--- config.mk ---
export PLATFORM = sky130hd
export DESIGN_NAME = json_string_value_extractor_unit
export DESIGN_NICKNAME = d
export VERILOG_FILES = /design/src/jsve_pkg.sv /design/src/json_string_value_extractor_unit.sv
export SDC_FILE = /design/constraint.sdc
export NUM_CORES = 1
export LEC_CHECK = 0
export BUFFER_PORTS_ARGS = -buffer_cell sky130_fd_sc_hd__buf_2
export CAP_MARGIN = 20
export CORE_AREA = 2 2 53 55
export DETAILED_ROUTE_END_ITERATION = 10
export DIE_AREA = 0 0 55 57
export GPL_ROUTABILITY_DRIVEN = 0
export PLACE_DENSITY = 0.85
export SLEW_MARGIN = 20
export SYNTH_ARGS = -nofsm -noshare
export SYNTH_HDL_FRONTEND = slang
export SYNTH_SLANG_ARGS = --single-unit
--- constraint.sdc ---
create_clock -name i_clk -period 2.9 [get_ports i_clk]
set_input_delay 0.87 -clock i_clk [delete_from_list [all_inputs] [get_ports i_clk]]
set_output_delay 0.87 -clock i_clk [all_outputs]
set_load 0.1 [all_outputs]
--- src/jsve_pkg.sv ---
package jsve_pkg;

    localparam int CHAR_W = 8;
    localparam int KIND_W = 2;

    localparam logic [CHAR_W-1:0] CH_QUOTE = 8'h22;
    localparam logic [CHAR_W-1:0] CH_BSL   = 8'h5C;
    localparam logic [CHAR_W-1:0] CH_COLON = 8'h3A;
    localparam logic [CHAR_W-1:0] CH_N     = 8'h6E;
    localparam logic [CHAR_W-1:0] CH_R     = 8'h72;
    localparam logic [CHAR_W-1:0] CH_LF    = 8'h0A;
    localparam logic [CHAR_W-1:0] CH_CR    = 8'h0D;
    localparam logic [CHAR_W-1:0] CH_SP    = 8'h20;
    localparam logic [CHAR_W-1:0] CH_TAB   = 8'h09;
    localparam logic [CHAR_W-1:0] CH_NUL   = 8'h00;

    localparam logic [KIND_W-1:0] KIND_BYTE = 2'd0;
    localparam logic [KIND_W-1:0] KIND_END  = 2'd1;
    localparam logic [KIND_W-1:0] KIND_ABAN = 2'd2;
    localparam logic [KIND_W-1:0] KIND_BAD  = 2'd3;

    function automatic logic is_ws(input logic [CHAR_W-1:0] c);
        return (c == CH_SP) || ((c >= CH_TAB) && (c <= CH_CR));
    endfunction

endpackage

--- src/json_string_value_extractor_unit.sv ---
// Streaming parser for the text of a flat JSON object, one byte per item. Each
// string value that follows a quoted key and a colon comes out byte by byte,
// unescaped (backslash-n gives newline, backslash-r carriage return, a
// backslash before any other byte gives that byte), followed by an end-of-value
// item; key text is skipped. A zero byte or i_end_of_text ends the text, and a
// value still open then is reported by an abandoned item. Bytes that yield no
// result produce no output item. The block takes one byte per cycle unless a
// byte with a result meets an unread output register; an accepted byte passes
// from the input register to the output register. The input and output
// registers separate the two handshakes, so a new byte can be taken while a
// result waits to be read.
module json_string_value_extractor_unit (
    input  logic                        i_clk,
    input  logic                        i_rst_n,
    input  logic                        i_in_valid,
    output logic                        o_in_ready,
    input  logic [jsve_pkg::CHAR_W-1:0] i_char_code,
    input  logic                        i_end_of_text,
    output logic                        o_out_valid,
    input  logic                        i_out_ready,
    output logic [jsve_pkg::CHAR_W-1:0] o_out_byte,
    output logic [jsve_pkg::KIND_W-1:0] o_out_kind
);

    localparam logic [2:0] PH_SCAN      = 3'd0;
    localparam logic [2:0] PH_KEY       = 3'd1;
    localparam logic [2:0] PH_KEY_ESC   = 3'd2;
    localparam logic [2:0] PH_AFTER_KEY = 3'd3;
    localparam logic [2:0] PH_AFTER_COL = 3'd4;
    localparam logic [2:0] PH_VALUE     = 3'd5;
    localparam logic [2:0] PH_VALUE_ESC = 3'd6;
    localparam logic [2:0] PH_UNUSED    = 3'd7;

    logic [2:0]                  r_phase;
    logic [2:0]                  n_phase;
    logic                        r_in_valid;
    logic [jsve_pkg::CHAR_W-1:0] r_in_char;
    logic                        r_in_eot;
    logic                        r_out_valid;
    logic [jsve_pkg::CHAR_W-1:0] r_out_byte;
    logic [jsve_pkg::KIND_W-1:0] r_out_kind;

    logic                        w_emit;
    logic [jsve_pkg::CHAR_W-1:0] w_byte;
    logic [jsve_pkg::KIND_W-1:0] w_kind;
    logic                        w_advance;
    logic                        w_in_take;

    always_comb begin
        n_phase = r_phase;
        w_emit  = 1'b0;
        w_byte  = jsve_pkg::CH_NUL;
        w_kind  = jsve_pkg::KIND_BYTE;
        if (r_in_eot || (r_in_char == jsve_pkg::CH_NUL)) begin
            n_phase = PH_SCAN;
            if ((r_phase == PH_VALUE) || (r_phase == PH_VALUE_ESC)) begin
                w_emit = 1'b1;
                w_kind = jsve_pkg::KIND_ABAN;
            end
        end else begin
            unique case (r_phase)
                PH_KEY: begin
                    if (r_in_char == jsve_pkg::CH_BSL) begin
                        n_phase = PH_KEY_ESC;
                    end else if (r_in_char == jsve_pkg::CH_QUOTE) begin
                        n_phase = PH_AFTER_KEY;
                    end
                end
                PH_KEY_ESC: begin
                    n_phase = PH_KEY;
                end
                PH_AFTER_KEY: begin
                    if (!jsve_pkg::is_ws(r_in_char)) begin
                        if (r_in_char == jsve_pkg::CH_COLON) begin
                            n_phase = PH_AFTER_COL;
                        end else if (r_in_char == jsve_pkg::CH_QUOTE) begin
                            n_phase = PH_KEY;
                        end else begin
                            n_phase = PH_SCAN;
                        end
                    end
                end
                PH_AFTER_COL: begin
                    if (!jsve_pkg::is_ws(r_in_char)) begin
                        n_phase = (r_in_char == jsve_pkg::CH_QUOTE) ? PH_VALUE : PH_SCAN;
                    end
                end
                PH_VALUE: begin
                    if (r_in_char == jsve_pkg::CH_BSL) begin
                        n_phase = PH_VALUE_ESC;
                    end else if (r_in_char == jsve_pkg::CH_QUOTE) begin
                        n_phase = PH_SCAN;
                        w_emit  = 1'b1;
                        w_kind  = jsve_pkg::KIND_END;
                    end else begin
                        w_emit = 1'b1;
                        w_byte = r_in_char;
                    end
                end
                PH_VALUE_ESC: begin
                    n_phase = PH_VALUE;
                    w_emit  = 1'b1;
                    if (r_in_char == jsve_pkg::CH_N) begin
                        w_byte = jsve_pkg::CH_LF;
                    end else if (r_in_char == jsve_pkg::CH_R) begin
                        w_byte = jsve_pkg::CH_CR;
                    end else begin
                        w_byte = r_in_char;
                    end
                end
                default: begin
                    n_phase = (r_in_char == jsve_pkg::CH_QUOTE) ? PH_KEY : PH_SCAN;
                end
            endcase
        end
    end

    // stage item moves on when its result, if any, finds room
    assign w_advance   = r_in_valid && (!w_emit || !r_out_valid || i_out_ready);
    assign o_in_ready  = !r_in_valid || w_advance;
    assign w_in_take   = i_in_valid && o_in_ready;
    assign o_out_valid = r_out_valid;
    assign o_out_byte  = r_out_byte;
    assign o_out_kind  = r_out_kind;

    always_ff @(posedge i_clk) begin
        if (!i_rst_n) begin
            r_phase     <= PH_SCAN;
            r_in_valid  <= 1'b0;
            r_out_valid <= 1'b0;
        end else begin
            if (w_advance) begin
                r_phase <= n_phase;
            end
            if (o_in_ready) begin
                r_in_valid <= i_in_valid;
            end
            if (w_advance && w_emit) begin
                r_out_valid <= 1'b1;
            end else if (i_out_ready) begin
                r_out_valid <= 1'b0;
            end
        end
    end

    always_ff @(posedge i_clk) begin
        if (w_in_take) begin
            r_in_char <= i_char_code;
            r_in_eot  <= i_end_of_text;
        end
        if (w_advance && w_emit) begin
            r_out_byte <= w_byte;
            r_out_kind <= w_kind;
        end
    end

`ifndef SYNTHESIS
    a_kind_legal: assert property (@(posedge i_clk) disable iff (!i_rst_n)
        o_out_valid |-> (o_out_kind != jsve_pkg::KIND_BAD))
        else $error("illegal result kind");

    a_marker_byte_zero: assert property (@(posedge i_clk) disable iff (!i_rst_n)
        (o_out_valid && (o_out_kind != jsve_pkg::KIND_BYTE)) |-> (o_out_byte == jsve_pkg::CH_NUL))
        else $error("end or abandon item with nonzero byte");

    a_phase_reachable: assert property (@(posedge i_clk) disable iff (!i_rst_n)
        r_phase != PH_UNUSED)
        else $error("unused phase reached");

    a_eot_rescans: assert property (@(posedge i_clk) disable iff (!i_rst_n)
        (w_advance && r_in_eot) |=> (r_phase == PH_SCAN))
        else $error("end of text did not return to scanning");
`endif

endmodule

==> results.py, run 1 <==
metrics = {
    "timing": {
        "finClkSkew_ns": 0.002969,
        "min_period_over_period": 0.9738,
        "finalHoldViolCount": 0,
        "drv_slew": 0,
        "slew-limit-headroom": 0.6792,
        "max_freq_mhz": 354.1,
        "tightestPinTransition_ns": 0.4845,
        "min_period_ns": 2.824,
        "fin_hold_ws_ns": 0.5675,
        "finalSetupViolations": 0,
    },
    "route": {
        "drc_errors": 0,
        "vias": 1131,
        "viasPerCell": 6.048,
        "drtIter0Drc": 53,
        "drtAntennaViolNets": 0,
        "wl_mm": 2.745,
        "wl_per_cell_um": 14.68,
        "dr.pass1.iters": 4,
    },
    "worst_setup_path": {
        "cp.required_ns": 2.03,
        "r2r_end": "r_phase[0]$_SDFFE_PN0P_",
        "path_max_fanout": 4,
        "cp-start-kind": "flop",
        "cp_top_family": "simple AND/OR/NAND/NOR gates",
        "critical_path_arrival_ns": 1.95,
        "reg2reg_from": "r_in_char[0]$_DFFE_PP_",
        "worstSetupPathType": "flop to primary output",
        "path_depth": 6,
        "cp-endpoint": "o_in_ready",
        "reg2reg_depth": 6,
        "crit_path_max_incr_delay_ns": 0.46,
        "crit_start": "r_in_char[7]$_DFFE_PP_",
        "crit_buf_inv": 2,
        "crit_chain": "and4b_2 -> nand3_2 -> o311ai_4 -> nor2_2 -> inv_1 -> buf_12",
        "reg2reg_slack_ns": 0.87,
        "end_kind": "primary output",
        "cp_slowest_cell": "edfxtp_1",
    },
    "floorplanning": {
        "die_w_um": 55,
        "ios": 25,
        "rows": 19,
        "start_util": 0.5019,
        "fp.dieH_um": 57,
        "design.core.area_um2": 2615,
        "dieArea_um2": 3135,
    },
    "clock_network": {
        "clk_pin_slew_ns": 0.12,
        "cts_tree": "yes",
        "root_buffer": "clkbuf_4",
        "numCtsBuffers": 3,
        "clock_path_buffers": 2,
        "clkLatencyLatePin_ns": 0.32,
        "cts_sinks": 24,
        "cts_hold_buf": 0,
        "htree_levels": 1,
    },
    "pwr": {
        "leakage_nw": 0.6481,
        "p_sw_mw": 0.1532,
        "ir_drop_uv": 356.0,
        "pwr-share-comb": 0.119,
        "clock_power_share": 0.269,
        "internal-power_mw": 0.4993,
        "total_power_mw": 0.6525,
        "seqPwrFrac": 0.612,
        "switching_share": 0.2347,
        "power_density_nw_per_um2": 399.9,
    },
    "synth": {
        "synthesis.area_um2": 1313,
        "yosys_warnings": 0,
        "synth_top_family_by_area": "simple AND/OR/NAND/NOR gates",
        "synth_seq_cells": 24,
        "synthMuxAreaShare": 0.02383,
        "ys_seq_area_frac": 0.5110,
        "synth-main-ff-cell": "edfxtp_1",
        "synth_fp_nets": 130,
        "synth-simple-area-share": 0.2583,
        "synthCells": 117,
        "synth-adder-area-share": 0,
        "synthXorXnorAreaFrac": 0,
        "async_reset_ff_frac": 0,
        "synth-edff-count": 19,
        "synth_compound_area_frac": 0.1687,
        "synth_cell_types": 45,
        "avgSynthCellArea_um2": 11.22,
    },
    "cells_and_area": {
        "drive_gt1_frac": 0.3846,
        "syn_to_final_growth_pct": 24.31,
        "fin_nets": 170,
        "diodes": 0,
        "final_cell_area_um2": 1632,
        "fin_util": 0.6239,
    },
    "status": {
        "status": "finished, final reports clean",
    },
    "global_route": {
        "grt.overflow.total": 0,
        "antenna_found_initial": 0,
        "grt_pass1_vias": 1051,
        "grt_usage": 0.1920,
        "grt_pass1_wl_mm": 4.374,
        "grt_max_degree": 14,
    },
    "placement": {
        "dp_hpwl_mm": 1.919,
        "io_buffers": 24,
        "placed_area_um2": 1493,
    },
    "flow_run": {
        "maxCapViolCount": 0,
    },
    "hold_path": {
        "hold_class": "flop to flop",
    },
}
==> cells in the final DEF, fill, tap and decap left out, types with 3 or more instances in the layout <==
master	count
a21oi_1	8
a31oi_1	3
and2_1	3
and3_1	4
buf_2	23
buf_4	14
clkbuf_4	3
dfxtp_1	5
edfxtp_1	19
inv_1	5
nand2_1	10
nand3_1	4
nor2_1	4
nor2b_1	5
nor3_1	3
o21ai_0	4
==> synth_stat cells (2+ instances only) <==
cell      instances  area (um^2)
nand2b_1          2        12.51
inv_1             5        18.77
a31oi_1           3        18.77
o21ai_0           4        20.02
and2b_2           2        17.52
nand2_1          10        37.54
nand3b_1          2        15.01
clkbuf_8          2        27.53
nor2_1            5        18.77
nor3_2            2        20.02
nor2b_1           5        31.28
nor4b_1           2        17.52
and2_1            3        18.77
nor3_1            3        15.01
mux2i_1           2        20.02
a21oi_1           8        40.04
dfxtp_1           5        100.1
edfxtp_1         19        570.6
nand3_1           4        20.02
and3_1            4        25.02
==> worst min path at each step <==
stage / from / depth (start not counted) / end / slack (ns)
floorplan: r_in_valid$_SDFFE_PN0P_ / 2 / o_out_valid$_SDFFE_PN0P_ / 0.50
global placement: r_in_valid$_SDFFE_PN0P_ / 2 / o_out_valid$_SDFFE_PN0P_ / 0.53
detailed placement: r_in_valid$_SDFFE_PN0P_ / 2 / o_out_valid$_SDFFE_PN0P_ / 0.54
CTS: r_in_valid$_SDFFE_PN0P_ / 2 / o_out_valid$_SDFFE_PN0P_ / 0.56
global route: r_in_valid$_SDFFE_PN0P_ / 2 / o_out_valid$_SDFFE_PN0P_ / 0.58
finish: r_in_valid$_SDFFE_PN0P_ / 2 / o_out_valid$_SDFFE_PN0P_ / 0.57
==> area by class of cell <==
cell class,instances,area [um^2]
sequential,24,670.6
multi-input combinational,85,626.9
inverter,5,18.77
tap,31,38.79
clock buffer,4,36.28
timing repair buffer,38,240.2
fill,205,983.4
==> worst min-delay path, cell delays in order (launching register included) <==
cell	delay, ns
dfxtp_1	0.38
o311ai_4	0.09
a21oi_1	0.06
==> cell families (layout without fill, tap and decap cells) <==
kind of cell	count (synthesis)	after routing
flip-flops	24	24
AO/OA/AOI/OAI	28	28
multiplexers	3	3
buffers and inverters	8	47
AND/OR/NAND/NOR	54	54
==> power by group through the flow <==
| stage | clock network [mW] | registers [mW] | logic [mW] |
|---|---|---|---|
| 2_1_floorplan | 0 | 0.401 | 0.0362 |
| 4_1_cts | 0.177 | 0.398 | 0.0653 |
| 3_5_place_dp | 0 | 0.405 | 0.0574 |
| 6_report | 0.176 | 0.399 | 0.0776 |
| 3_3_place_gp | 0 | 0.404 | 0.0554 |
| 5_1_grt | 0.192 | 0.401 | 0.0845 |
==> sequential cells by signal, indices dropped and copies added, names as in the netlist <==
| name | count |
|---|---|
| o_out_byte | 8 |
| o_out_valid | 1 |
| r_phase | 3 |
| r_in_char | 8 |
| r_in_valid | 1 |
| o_out_kind | 2 |
| r_in_eot | 1 |
==> per-layer routing <==
metal / wire (um) / global-route usage / part of all wire / vias up
li1: - / - / - / 529
met1: 1058 / 0.2387 / 0.39 / 516
met2: 1365 / 0.3010 / 0.50 / 79
met3: 243 / 0.03141 / 0.089 / 7
met4: 79 / 0.1254 / 0.029 / 0
met5: 0 / 0 / 0 / -
==> through the flow <==
stage | setup TNS [ns] | worst slack [ns] | instances
detailed placement | 0 | 0.2416 | 174
finish | 0 | 0.07612 | 187
floorplan | 0 | 0.09863 | 117
global route | -0.01563 | -0.01563 | 187
CTS | 0 | 0.01044 | 182
global placement | 0 | 0.2984 | 174
==> timing repair <==
item / 4_1_cts / 5_1_grt
gates resized for setup: 2 / 4
pin swaps: 1 / 0
buffers inserted: 4 / 5
endpoints found under the setup margin: 1 / 1
gates cloned: 0 / 0
No activity file was read; power rests on OpenSTA's default activity.
==> run 2, diff against run 1 <==
--- a/config.mk
+++ b/config.mk
@@ -5,13 +5,14 @@
 export SDC_FILE = /design/constraint.sdc
 export NUM_CORES = 1
 export LEC_CHECK = 0
+export ABC_AREA = 1
 export BUFFER_PORTS_ARGS = -buffer_cell sky130_fd_sc_hd__buf_2
 export CAP_MARGIN = 20
 export CORE_AREA = 2 2 53 55
 export DETAILED_ROUTE_END_ITERATION = 10
 export DIE_AREA = 0 0 55 57
 export GPL_ROUTABILITY_DRIVEN = 0
-export PLACE_DENSITY = 0.85
+export PLACE_DENSITY = 0.86
 export SLEW_MARGIN = 20
 export SYNTH_ARGS = -nofsm -noshare
 export SYNTH_HDL_FRONTEND = slang
==> constraint.sdc (replaced) <==
create_clock -name i_clk -period 2.9 [get_ports i_clk]
set_input_delay 0 -clock i_clk [delete_from_list [all_inputs] [get_ports i_clk]]
set_output_delay 0 -clock i_clk [all_outputs]
set_load 0.1 [all_outputs]
==> results.py, run 2 <==
metrics = {
    "clock_network": {
        "post-cts-setup-buffers": 0,
        "cts_tree": "yes",
        "numCtsBuffers": 3,
        "clk_pin_slew_ns": 0.13,
        "clock_path_buffers": 2,
        "htree_levels": 1,
        "root_buffer": "clkbuf_4",
        "clkLatencyLatePin_ns": 0.31,
        "cts_sinks": 24,
    },
    "global_route": {
        "grt_max_degree": 14,
        "grt_usage": 0.2034,
        "grt.overflow.total": 0,
        "grt_pass1_wl_mm": 4.629,
        "antenna_found_initial": 0,
        "grt_pass1_vias": 1149,
    },
    "timing": {
        "setup_tns_ns": 0,
        "finalSetupViolations": 0,
        "min_period_over_period": 0.7141,
        "finClkSkew_ns": 0.01035,
        "finalHoldViolCount": 0,
        "rsz0062_at_grt": "no",
        "min_period_ns": 2.071,
        "drv_slew": 0,
        "slew-limit-headroom": 0.6793,
        "max_freq_mhz": 482.9,
        "fin_hold_ws_ns": 0.3902,
        "tightestPinTransition_ns": 0.4843,
    },
    "floorplanning": {
        "rows": 19,
        "start_util": 0.5148,
        "ios": 25,
        "fp.dieH_um": 57,
        "design.core.area_um2": 2615,
        "dieArea_um2": 3135,
        "die_w_um": 55,
    },
    "cells_and_area": {
        "diodes": 0,
        "syn_to_final_growth_pct": 21.84,
        "drive_gt1_frac": 0.2244,
        "final_cell_mix": "nand2_1 (41), inv_1 (27), buf_2 (24), nor2_1 (21), edfxtp_1 (19)",
        "final_common_cell": "nand2_1",
        "finalNonFillerCells": 236,
        "multi_input_area_um2": 559.3,
        "fin_nets": 219,
        "fillCellCount": 238,
        "seqCellArea_um2": 670.6,
    },
    "pwr": {
        "ir_drop_uv": 412.8,
        "leakage_nw": 0.6897,
        "power_density_nw_per_um2": 402.4,
    },
    "worst_setup_path": {
        "path_max_fanout": 7,
        "cp-start-kind": "flop",
        "critical_path_arrival_ns": 2.07,
        "end_kind": "primary output",
        "cp.required_ns": 2.90,
        "worstSetupPathType": "flop to primary output",
    },
    "route": {
        "drc_errors": 0,
        "wl_per_cell_um": 11.25,
        "drtAntennaViolNets": 0,
        "vias": 1192,
        "dr.pass1.iters": 4,
        "drtIter0Drc": 43,
        "wl_mm": 2.655,
        "viasPerCell": 5.051,
    },
    "synth": {
        "async_reset_ff_frac": 0,
        "synth_fp_nets": 179,
        "yosysMostFrequentCell": "nand2_1",
        "synth_commonest_cells": "nand2_1 (41), inv_1 (27), nor2_1 (21), edfxtp_1 (19), nand3_1 (13)",
        "synth_cell_types": 25,
        "ys_seq_area_frac": 0.4981,
        "synthesis.area_um2": 1346,
        "synthCells": 166,
        "synth.area.top_cells": "edfxtp_1 (42%), nand2_1 (11%), inv_1 (7.5%), dfxtp_1 (7.4%), nor2_1 (5.9%)",
        "avgSynthCellArea_um2": 8.110,
        "synth_seq_cells": 24,
        "synth_top_area_cell": "edfxtp_1",
        "synth_top_area_share": 0.4238,
        "yosys_warnings": 0,
        "synth-main-ff-cell": "edfxtp_1",
        "synth-edff-count": 19,
    },
    "flow_run": {
        "maxCapViolCount": 0,
    },
    "placement": {
        "io_buffers": 24,
        "dp.cells": 220,
        "dp_hpwl_mm": 1.923,
    },
    "hold_path": {
        "hold_class": "input pin to flop",
    },
    "status": {
        "status": "finished, final reports clean",
    },
}
-- run 2: cell types whose count changed after synthesis, moves of 6 or more --
cell | previous run | this run
nand3_1 | 4 | 13
a21oi_1 | 8 | 2
inv_1 | 5 | 27
nand2_2 | 0 | 6
nand2_1 | 10 | 41
nor2_1 | 5 | 21
-- run 2: power breakdown --
part	internal [mW]	total (mW)	switching, mW	leakage (nW)
clock	0.0503	0.147	0.0964	0.0154
combinational	0.0399	0.109	0.0689	0.474
sequential	0.386	0.405	0.0182	0.200
total	0.477	0.660	0.183	0.690
-- run 2: area by class of cell --
cell class / instances / area share
flip-flops and latches: 24 / 0.4088
clock buffers: 3 / 0.01373
multi-input cells: 113 / 0.3410
well taps: 31 / 0.02365
clock inverters: 1 / 0.002288
repair buffers: 36 / 0.1465
inverters: 28 / 0.06407
-- run 2: layer usage --
| metal | track usage | routed length, um | part of all wire |
|---|---|---|---|
| met2 | 0.3418 | 1277 | 0.48 |
| met3 | 0.03927 | 186 | 0.070 |
| met1 | 0.2496 | 1160 | 0.44 |
| met5 | 0 | 0 | 0 |
| met4 | 0.08362 | 31 | 0.012 |
-- run 2: worst max-delay path, cell delays in order, from the launching register on --
cell and delay (ns):
edfxtp_1 0.52, nor2_2 0.23, nand2_2 0.09, o21ai_4 0.23, nand2_1 0.14, nand2_2 0.11, nand3_1 0.12, buf_2 0.32
-- run 2: timing repair --
item                                   4_1_cts  5_1_grt
endpoints found under the hold margin       14        0
setup endpoints to repair                    0        0
resized for setup                            0        0
hold buffers                                12        0
-- run 2: per-stage QoR --
step	total power, mW	instance area [um^2]	worst slack [ns]	util
4_1_cts	0.6598	1640	0.8346	0.6273
3_3_place_gp	0.5046	1494	0.9267	0.5713
5_1_grt	0.6908	1640	0.6414	0.6273
6_report	0.6600	1640	0.8291	0.6273
2_1_floorplan	0.4840	1346	0.1018	-
3_5_place_dp	0.5062	1494	0.8718	0.5713
-- run 2: worst paths after layout --
path | depth (start not counted) | from | endpoint | slack (ns)
max reg2reg | 9 | r_in_char[1]$_DFFE_PP_ | o_out_byte[7]$_SDFFCE_PP0P_ | 0.85
max | 7 | r_in_char[3]$_DFFE_PP_ | o_in_ready | 0.83
min reg2reg | 2 | o_out_valid$_SDFFE_PN0P_ | o_out_valid$_SDFFE_PN0P_ | 0.52
min | 2 | i_char_code[1] | r_in_char[1]$_DFFE_PP_ | 0.39
-- run 2: kinds of logic (layout without fill, tap and decap cells) --
logic type             after synthesis  in the layout  share of synthesized area
AND/OR/NAND/NOR                    100            100                     0.3420
AO/OA/AOI/OAI                       13             13                    0.07342
buffers and inverters               29             68                    0.08643
flip-flops                          24             24                     0.4981
==> run 3, diff against run 2 <==
--- a/config.mk
+++ b/config.mk
@@ -8,11 +8,11 @@
 export ABC_AREA = 1
 export BUFFER_PORTS_ARGS = -buffer_cell sky130_fd_sc_hd__buf_2
 export CAP_MARGIN = 20
-export CORE_AREA = 2 2 53 55
+export CORE_AREA = 2 2 56 58
 export DETAILED_ROUTE_END_ITERATION = 10
-export DIE_AREA = 0 0 55 57
+export DIE_AREA = 0 0 58 60
 export GPL_ROUTABILITY_DRIVEN = 0
-export PLACE_DENSITY = 0.86
+export PLACE_DENSITY = 0.82
 export SLEW_MARGIN = 20
 export SYNTH_ARGS = -nofsm -noshare
 export SYNTH_HDL_FRONTEND = slang
==> constraint.sdc (replaced) <==
create_clock -name i_clk -period 1.75 [get_ports i_clk]
set_input_delay 0 -clock i_clk [delete_from_list [all_inputs] [get_ports i_clk]]
set_output_delay 0 -clock i_clk [all_outputs]
set_load 0.1 [all_outputs]
==> results.py, run 3 (synthesis gave the netlist of run 2 again) <==
metrics = {
    "status": {
        "status": "complete, but fails checks",
        "violations": "setup timing",
    },
    "route": {
        "wl_met1_mm": 1.248,
        "highest_layer": "met4",
        "drtAntennaViolNets": 0,
        "wl_met2_mm": 1.744,
        "drc_errors": 0,
        "drtIter0Drc": 53,
        "dr.pass1.iters": 4,
        "wl_mm": 3.235,
        "dr_wl_met3_um": 178,
        "viasPerCell": 5.023,
        "wl_per_cell_um": 12.44,
        "vias": 1306,
    },
    "worst_setup_path": {
        "cp-start-kind": "flop",
        "end_kind": "primary output",
        "critical_path_arrival_ns": 1.75,
        "crit_top_cell": "nand2_2",
        "cp_slowest_cell": "edfxtp_1",
        "crit_buf_inv": 2,
        "path_depth": 8,
        "crit_start": "r_in_char[3]$_DFFE_PP_",
        "crit_chain": "nor2_2 -> nand2_2 -> o21ai_4 -> nand2_2 -> nand2_4 -> buf_6 -> nand3_4 -> buf_12",
        "path_max_fanout": 3,
        "reg2reg_depth": 9,
        "reg2reg_from": "r_in_char[0]$_DFFE_PP_",
        "cp_top_family": "simple AND/OR/NAND/NOR gates",
        "crit_path_max_incr_delay_ns": 0.46,
        "worstSetupPathType": "flop to primary output",
        "cp.required_ns": 1.75,
    },
    "timing": {
        "rsz0062_at_grt": "yes",
        "min_period_over_period": 1.001,
        "setup_tns_ns": -0.001575,
        "max_freq_mhz": 570.9,
        "tightestPinTransition_ns": 0.4848,
        "finalHoldViolCount": 0,
        "drv_slew": 0,
        "finalSetupViolations": 1,
        "slew-limit-headroom": 0.6790,
        "fin_ws_ns": -0.001575,
        "min_period_ns": 1.752,
        "finClkSkew_ns": 0.002606,
    },
    "clock_network": {
        "clk_pin_slew_ns": 0.13,
        "clock_path_buffers": 2,
        "clkLatencyLatePin_ns": 0.32,
        "root_buffer": "clkbuf_4",
        "cts_sinks": 24,
        "htree_levels": 1,
        "numCtsBuffers": 3,
        "cts_tree": "yes",
    },
    "global_route": {
        "antenna_found_initial": 0,
        "grt_usage": 0.1927,
        "grt.overflow.total": 0,
        "grt_max_degree": 15,
        "grt_pass1_wl_mm": 4.995,
        "grt_pass1_vias": 1185,
    },
    "pwr": {
        "clock_power_share": 0.306,
        "ir_drop_uv": 492.8,
        "pwr-share-comb": 0.199,
        "seqPwrFrac": 0.495,
        "power_density_nw_per_um2": 681.9,
        "p_sw_mw": 0.3553,
        "switching_share": 0.2656,
        "leakage_nw": 0.8257,
        "internal-power_mw": 0.9826,
    },
    "placement": {
        "io_buffers": 24,
        "dp_hpwl_mm": 2.057,
    },
    "cells_and_area": {
        "final_common_cell": "nand2_1",
        "fin_util": 0.6759,
        "fin_nets": 241,
        "final_cell_mix": "nand2_1 (34), buf_2 (23), inv_1 (21), edfxtp_1 (19), buf_4 (19)",
        "fillCellCount": 228,
        "diodes": 0,
        "drive_gt1_frac": 0.4097,
        "syn_to_final_growth_pct": 45.72,
    },
    "hold_path": {
        "min_delay_path_depth": 2,
        "min-delay-start": "i_char_code[3]",
        "hold_class": "input pin to flop",
    },
    "floorplanning": {
        "design.core.area_um2": 2903,
        "rows": 20,
        "fp.dieH_um": 60,
        "die_w_um": 58,
        "start_util": 0.4638,
        "dieArea_um2": 3480,
        "ios": 25,
    },
    "flow_run": {
        "maxCapViolCount": 0,
    },
}
run 3: changes by cell type in the layout (fill, tap and decap cells not counted), sizes merged:
| cell | previous run | this run |
|---|---|---|
| clkinv | 1 | 0 |
| buf | 24 | 46 |
| bufinv | 0 | 1 |
run 3: layer usage:
metal  track usage  vias to the layer above
met5             0                        -
met4       0.07973                        0
met3       0.03247                        8
met2        0.3636                       46
met1        0.2132                      593
li1              -                      659
run 3: path summary, 6_finish.rpt:
| path | to | slack, ns |
|---|---|---|
| max reg2reg | o_out_byte[7]$_SDFFCE_PP0P_ | 0.06 |
| max | o_in_ready | -0.002 |
| min | r_in_char[3]$_DFFE_PP_ | 0.38 |
| min reg2reg | o_out_valid$_SDFFE_PN0P_ | 0.50 |
run 3: final cells by class:
cell class                 count  area, um^2  share of cell area
inverter                      28       112.6             0.05740
timing repair buffer          58       431.7              0.2200
clock buffer                   3       22.52             0.01148
sequential                    24       673.1              0.3431
tap                           33       41.29             0.02105
multi-input combinational    113       650.6              0.3316
clock inverter                 1       30.03             0.01531
run 3: per-stage QoR:
step                total power [mW]  instances  hold slack [ns]  cell area (um^2)  setup slack [ns]
global route                   1.392        260           0.3539              1962           -0.1090
CTS                            1.305        258           0.3706              1872          -0.01146
finish                         1.338        260           0.3777              1962         -0.001575
detailed placement            0.8698        234           0.1781              1633          -0.01155
floorplan                     0.8060        166          0.09887              1378           -0.1884
global placement              0.8654        234           0.1764              1633           0.07036
run 3: power by group through the flow:
stage	Clock, mW	Sequential, mW	Combinational, mW
after CTS	0.410	0.661	0.234
after detailed placement	0	0.677	0.192
after global placement	0	0.675	0.190
final	0.410	0.662	0.266
after global routing	0.440	0.665	0.286
after floorplan	0	0.699	0.107
run 3: repair_timing:
action,in CTS,in global routing
hold endpoints to repair,14,0
buffers inserted,8,3
gates resized for setup,2,26
hold buffers,12,0
pin swaps,5,13
setup endpoints to repair,20,28
